**src/rtl/hcmru_pkg.sv**
```systemverilog
`timescale 1ns / 1ps
// Shared types and constants for the header context MRU table.
// No dependencies; imported by the cell and the top level.
package hcmru_pkg;

    localparam int CodeWidth = 62;
    localparam int CidMaxBytes = 20;
    localparam int DataWidth = 376;
    localparam int CtxWidth = 372;

    localparam logic [1:0] REQ_RESERVE = 2'd0;
    localparam logic [1:0] REQ_BY_CODE = 2'd1;
    localparam logic [1:0] REQ_BY_PEER = 2'd2;

    // Declared from the top bit down so the code lands in the lowest bits.
    typedef struct packed {
        logic [31:0]          cid_word2;
        logic [63:0]          cid_word1;
        logic [63:0]          cid_word0;
        logic [4:0]           cid_length;
        logic [15:0]          port;
        logic [63:0]          addr_low;
        logic [63:0]          addr_high;
        logic                 ipv6;
        logic [CodeWidth-1:0] code;
    } ctx_t;

    typedef struct packed {
        logic cmp_en;
        logic by_code;
        logic move_en;
    } cell_ctrl_t;

    // Brings a raw request into the stored form: IPv4 addresses lose their
    // upper bits, the length saturates and bytes past it become zero.
    function automatic ctx_t normalize(input ctx_t raw);
        ctx_t c;
        logic [4:0] len;
        c = raw;
        len = (raw.cid_length > 5'(CidMaxBytes)) ? 5'(CidMaxBytes) : raw.cid_length;
        c.cid_length = len;
        if (!raw.ipv6) begin
            c.addr_high = '0;
            c.addr_low = {32'd0, raw.addr_low[31:0]};
        end
        for (int b = 0; b < 8; b++) begin
            if (len <= 5'(b)) begin
                c.cid_word0[63 - 8 * b -: 8] = 8'd0;
            end
            if (len <= 5'(b + 8)) begin
                c.cid_word1[63 - 8 * b -: 8] = 8'd0;
            end
        end
        for (int b = 0; b < 4; b++) begin
            if (len <= 5'(b + 16)) begin
                c.cid_word2[31 - 8 * b -: 8] = 8'd0;
            end
        end
        return c;
    endfunction

endpackage

```
**src/rtl/hcmru_cell.sv**
```systemverilog
`timescale 1ns / 1ps
// One slot of the recency chain: holds a context, compares it with the query
// and takes its neighbor's context when the chain shifts. Uses hcmru_pkg.
module hcmru_cell
    import hcmru_pkg::*;
(
    input  logic       aclk,
    input  logic       aresetn,
    input  cell_ctrl_t ctrl,
    input  ctx_t       query,
    input  ctx_t       prev_entry,
    input  logic       prev_valid,
    input  logic       seen_in,
    output ctx_t       entry,
    output logic       valid,
    output logic       match,
    output logic       seen_out
);

    ctx_t entry_reg;
    logic valid_reg;
    logic match_reg;
    logic match_next;
    logic shift;

    always_comb begin
        if (ctrl.by_code) begin
            match_next = valid_reg && (entry_reg.code == query.code);
        end else begin
            match_next = valid_reg
                && (entry_reg.ipv6 == query.ipv6)
                && (entry_reg.addr_high == query.addr_high)
                && (entry_reg.addr_low == query.addr_low)
                && (entry_reg.port == query.port)
                && (entry_reg.cid_length == query.cid_length)
                && (entry_reg.cid_word0 == query.cid_word0)
                && (entry_reg.cid_word1 == query.cid_word1)
                && (entry_reg.cid_word2 == query.cid_word2);
        end
    end

    // Every slot up to and including the first match moves back by one.
    assign shift = ctrl.move_en && !seen_in;

    always_ff @(posedge aclk) begin
        if (!aresetn) begin
            valid_reg <= 1'b0;
            match_reg <= 1'b0;
        end else begin
            if (ctrl.cmp_en) begin
                match_reg <= match_next;
            end
            if (shift) begin
                valid_reg <= prev_valid;
            end
        end
    end

    always_ff @(posedge aclk) begin
        if (shift) begin
            entry_reg <= prev_entry;
        end
    end

    assign entry = entry_reg;
    assign valid = valid_reg;
    assign match = match_reg;
    assign seen_out = seen_in || match_reg;

endmodule

```
**config.mk**
```make
export PLATFORM = sky130hd
export DESIGN_NAME = hcmru_cell
export DESIGN_NICKNAME = d
export VERILOG_FILES = /design/src/rtl/hcmru_pkg.sv /design/src/rtl/hcmru_cell.sv
export SDC_FILE = /design/constraint.sdc
export NUM_CORES = 1
export LEC_CHECK = 0
export BUFFER_PORTS_ARGS = -buffer_cell sky130_fd_sc_hd__buf_4
export CAP_MARGIN = 30
export CORE_AREA = 3 3 441 443
export DETAILED_ROUTE_END_ITERATION = 12
export DIE_AREA = 0 0 444 446
export HOLD_SLACK_MARGIN = 0.05
export SETUP_SLACK_MARGIN = 0.02
export SLEW_MARGIN = 20
export SYNTH_ARGS = -nofsm -noshare
export SYNTH_HDL_FRONTEND = slang
export SYNTH_SLANG_ARGS = --single-unit
```
**constraint.sdc**
```tcl
create_clock -name aclk -period 28.6 [get_ports aclk]
set_input_delay 2.86 -clock aclk [delete_from_list [all_inputs] [get_ports aclk]]
set_output_delay 2.86 -clock aclk [all_outputs]
set_load 0.02 [all_outputs]
```
==> summary.json <==
{
  "reg2reg_to": "match",
  "final_period_minus_worst_setup_slack_ns": 6.27,
  "die_width_um": 444,
  "finalSetupViolations": 0,
  "cp_cell_sequence": "buf_4 -> or2_2 -> buf_4",
  "rr_worst_depth": 6,
  "crit_type": "primary input to output pin",
  "synth_simple_gate_area_share": 0.0643,
  "netlist_area_mm2": 0.0158,
  "worstMarginPinSlew_ns": 1.24,
  "power.share.combinational": 0.176,
  "adder_cell_share_of_the_synthesized_area": 0,
  "timing.setup.tns_ns": 0,
  "layout.cells.most_common_list": "buf_4, edfxtp_1, xor2_1",
  "synth_seq_cells": 374,
  "end_kind": "output pin",
  "detailed_route_via_count": 16077,
  "synth-main-ff-cell": "edfxtp_1",
  "grt_pass1_vias": 15393,
  "synth_compound_gate_area_share": 0.0673,
  "start_util": 0.0831,
  "synth_enable_flop_cells": 372,
  "p_total_mw": 1.76,
  "data_required_critical_path_ns": 25.74,
  "synth_nets": 1789,
  "power.ir.vdd_worst_mv": 0.0454,
  "rsz0062_at_grt": "no",
  "die_height_um": 446,
  "clk_latency_ns": 0.71,
  "muxShareOfSynthArea": 0.000632,
  "intPower_mw": 1.21,
  "postCtsHoldBufs": 0,
  "clock-root-buffer": "clkbuf_16",
  "multiInputGateArea_mm2": 0.00415,
  "cp_slowest_stage_delay_ns": 0.26,
  "clock_power_share": 0.423,
  "post-cts-setup-buffer-count": 0,
  "layout-drive-gt1-share": 0.547,
  "grt.overflow.total": 0,
  "antenna_violating_nets_remaining": 0,
  "seq_area_frac_synth": 0.708,
  "area_delta_synth_final_pct": 87.4,
  "static-leakage-power_nw": 11.9,
  "synthesis.yosys.warnings": 0,
  "path_max_fanout": 2,
  "cellPowerDensity_mw_per_mm2": 59.3,
  "timing.critical_path.from": "seen_in",
  "fmax_mhz": 160,
  "drt_pre_antenna_iters": 7,
  "layout.cells.most_common": "buf_4",
  "vias_per_cell": 3.32,
  "dr.first_iter.drc_count": 1899,
  "ys_types": 40,
  "die_area_mm2": 0.198,
  "power.switching_fraction": 0.310,
  "routed_wirelength_um": 185000,
  "timing.critical_path.arrival_ns": 3.41,
  "reg2reg_slack_ns": 25.45,
  "cts-buffers-inserted": 56,
  "xor_xnor_fraction_of_synth_area": 0.128,
  "number_of_antenna_violations_at_the_first_check_in_global_routing": 205,
  "num-fill-cells": 21189,
  "layout_worst_path_cycle_share": 0.219,
  "share_seq_of_total_power": 0.401,
  "run_status": "completed",
  "dp_hpwl_um": 168000,
  "cts_buffer_depth": 3,
  "placeableCoreArea_mm2": 0.190,
  "timing_hold_violations_final": 0,
  "pin_count_of_the_biggest_net_entering_global_routing": 150,
  "numClockSinks": 374,
  "grt_use_total": 0.179,
  "globalplace.congestion": 0.961,
  "num_rows": 160,
  "postCtsResizedCells": 0,
  "clk_pin_slew_worst_paths_ns": 0.06,
  "asyncSetResetFlopFracSynth": 0,
  "cts-htree-levels": 2,
  "crit_path_top_delay_cell": "or2_2",
  "drt_drc_violations_left": 0,
  "critPathLaunchType": "primary input",
  "fin_hold_ws_ns": 0.664,
  "average_cell_area_after_synthesis_um2": 15.3,
  "clock-skew-final_ns": 0.0359,
  "cts_tree": "done",
  "critPathCapture": "seen_out",
  "timing_max_transition_violations_final": 0,
  "layout.nets": 2989,
  "io-pin-count": 1126,
  "largest_register_ff_count": 372,
  "buffers_added_on_ports": 1125,
  "route.detailed.wl_per_inst_um": 38.2,
  "maxCapViolCount": 0,
  "relative_slew_slack": 0.177,
  "synthesis.instances": 1038,
  "timing.hold.worst.class": "flip-flop to flip-flop",
  "crit-reg2reg-launch": "entry[272]",
  "fin_util": 0.156,
  "grt_pass1_wl_um": 217000,
  "power.net_switching_uw": 545,
  "largest_family_of_logic_cells_by_synthesized_area": "XOR/XNOR gates",
  "layout.area.seq_mm2": 0.0112,
  "crit_path_frequent_cell": "buf_4"
}
cell usage after synthesis, types with 2 or more instances:
library cell    n  area share
o2bb2ai_1      15      0.0083
nor3_1         10      0.0032
clkinv_1        4     0.00095
dfxtp_1         2      0.0025
inv_2           8      0.0019
o21ai_1         2     0.00063
a2111o_1        3      0.0021
and2b_1         2     0.00095
inv_1         122       0.029
nand3_1         7      0.0022
xnor2_1        86       0.048
a22oi_1         2     0.00095
a2111oi_0       9      0.0050
nor2_1          5      0.0012
nand2b_1       26       0.010
o22ai_1        44       0.017
o2111ai_1      12      0.0066
xor2_1        145       0.080
nor4_1         48       0.019
nor2b_1        20      0.0079
a222oi_1        2      0.0013
nand4_1        37       0.015
a221oi_1       20       0.011
nand2_1         6      0.0014
a22o_1         15      0.0083
edfxtp_1      372        0.71
stage by stage:
step / setup WS (ns) / std cells / area [um2]
3_5_place_dp: 22.33 / 4690 / 27600
2_1_floorplan: 7.92 / 1038 / 15800
4_1_cts: 22.33 / 4793 / 29500
5_1_grt: 22.31 / 4803 / 29600
3_3_place_gp: 22.32 / 4684 / 27500
6_report: 22.33 / 4847 / 29700
layout make-up:
cell class                      instances  share of cell area
Sequential cell                       374               0.378
Timing Repair Buffer                 1142               0.291
Multi-Input combinational cell        530               0.140
Tap cell                             2511               0.106
Clock buffer                           62              0.0480
Inverter                              134              0.0170
Clock inverter                         41              0.0160
Antenna cell                           53             0.00447
routing by layer:
layer,global-route usage,part of all wire
met5,0,0.0059
met3,0.0914,0.13
met1,0.199,0.36
met2,0.302,0.48
met4,0.0436,0.030
power groups by stage:
stage          Clock (mW)  Sequential (mW)  Combinational, mW
3_3_place_gp            0            0.717              0.313
5_1_grt             0.787            0.707              0.324
4_1_cts             0.774            0.706              0.316
6_report            0.744            0.706              0.309
3_5_place_dp            0            0.716              0.315
2_1_floorplan           0            0.739             0.0557
worst max-delay path: cells and delay by family:
family | cells | cell delay (ns)
AND/OR/NAND/NOR | 1 | 0.26
buffers and inverters | 2 | 0.29
cells by family (layout without fill, tap and decap cells):
logic type / count (synthesis) / in the layout
buffers and inverters: 134 / 1379
flip-flops: 374 / 374
AND/OR/NAND/NOR: 166 / 166
multiplexers: 1 / 1
other: 0 / 53
AO/OA/AOI/OAI: 132 / 132
XOR/XNOR: 231 / 231
how the worst min path moves through the flow:
stage / from / endpoint / slack (ns) / cells past startpoint
after floorplan: valid / valid / 0.60 / 2
after global placement: valid / valid / 0.72 / 2
after detailed placement: valid / valid / 0.70 / 2
after CTS: valid / valid / 0.73 / 2
after global routing: valid / valid / 0.75 / 2
final: valid / valid / 0.66 / 2
No activity file was read; power rests on OpenSTA's default activity.
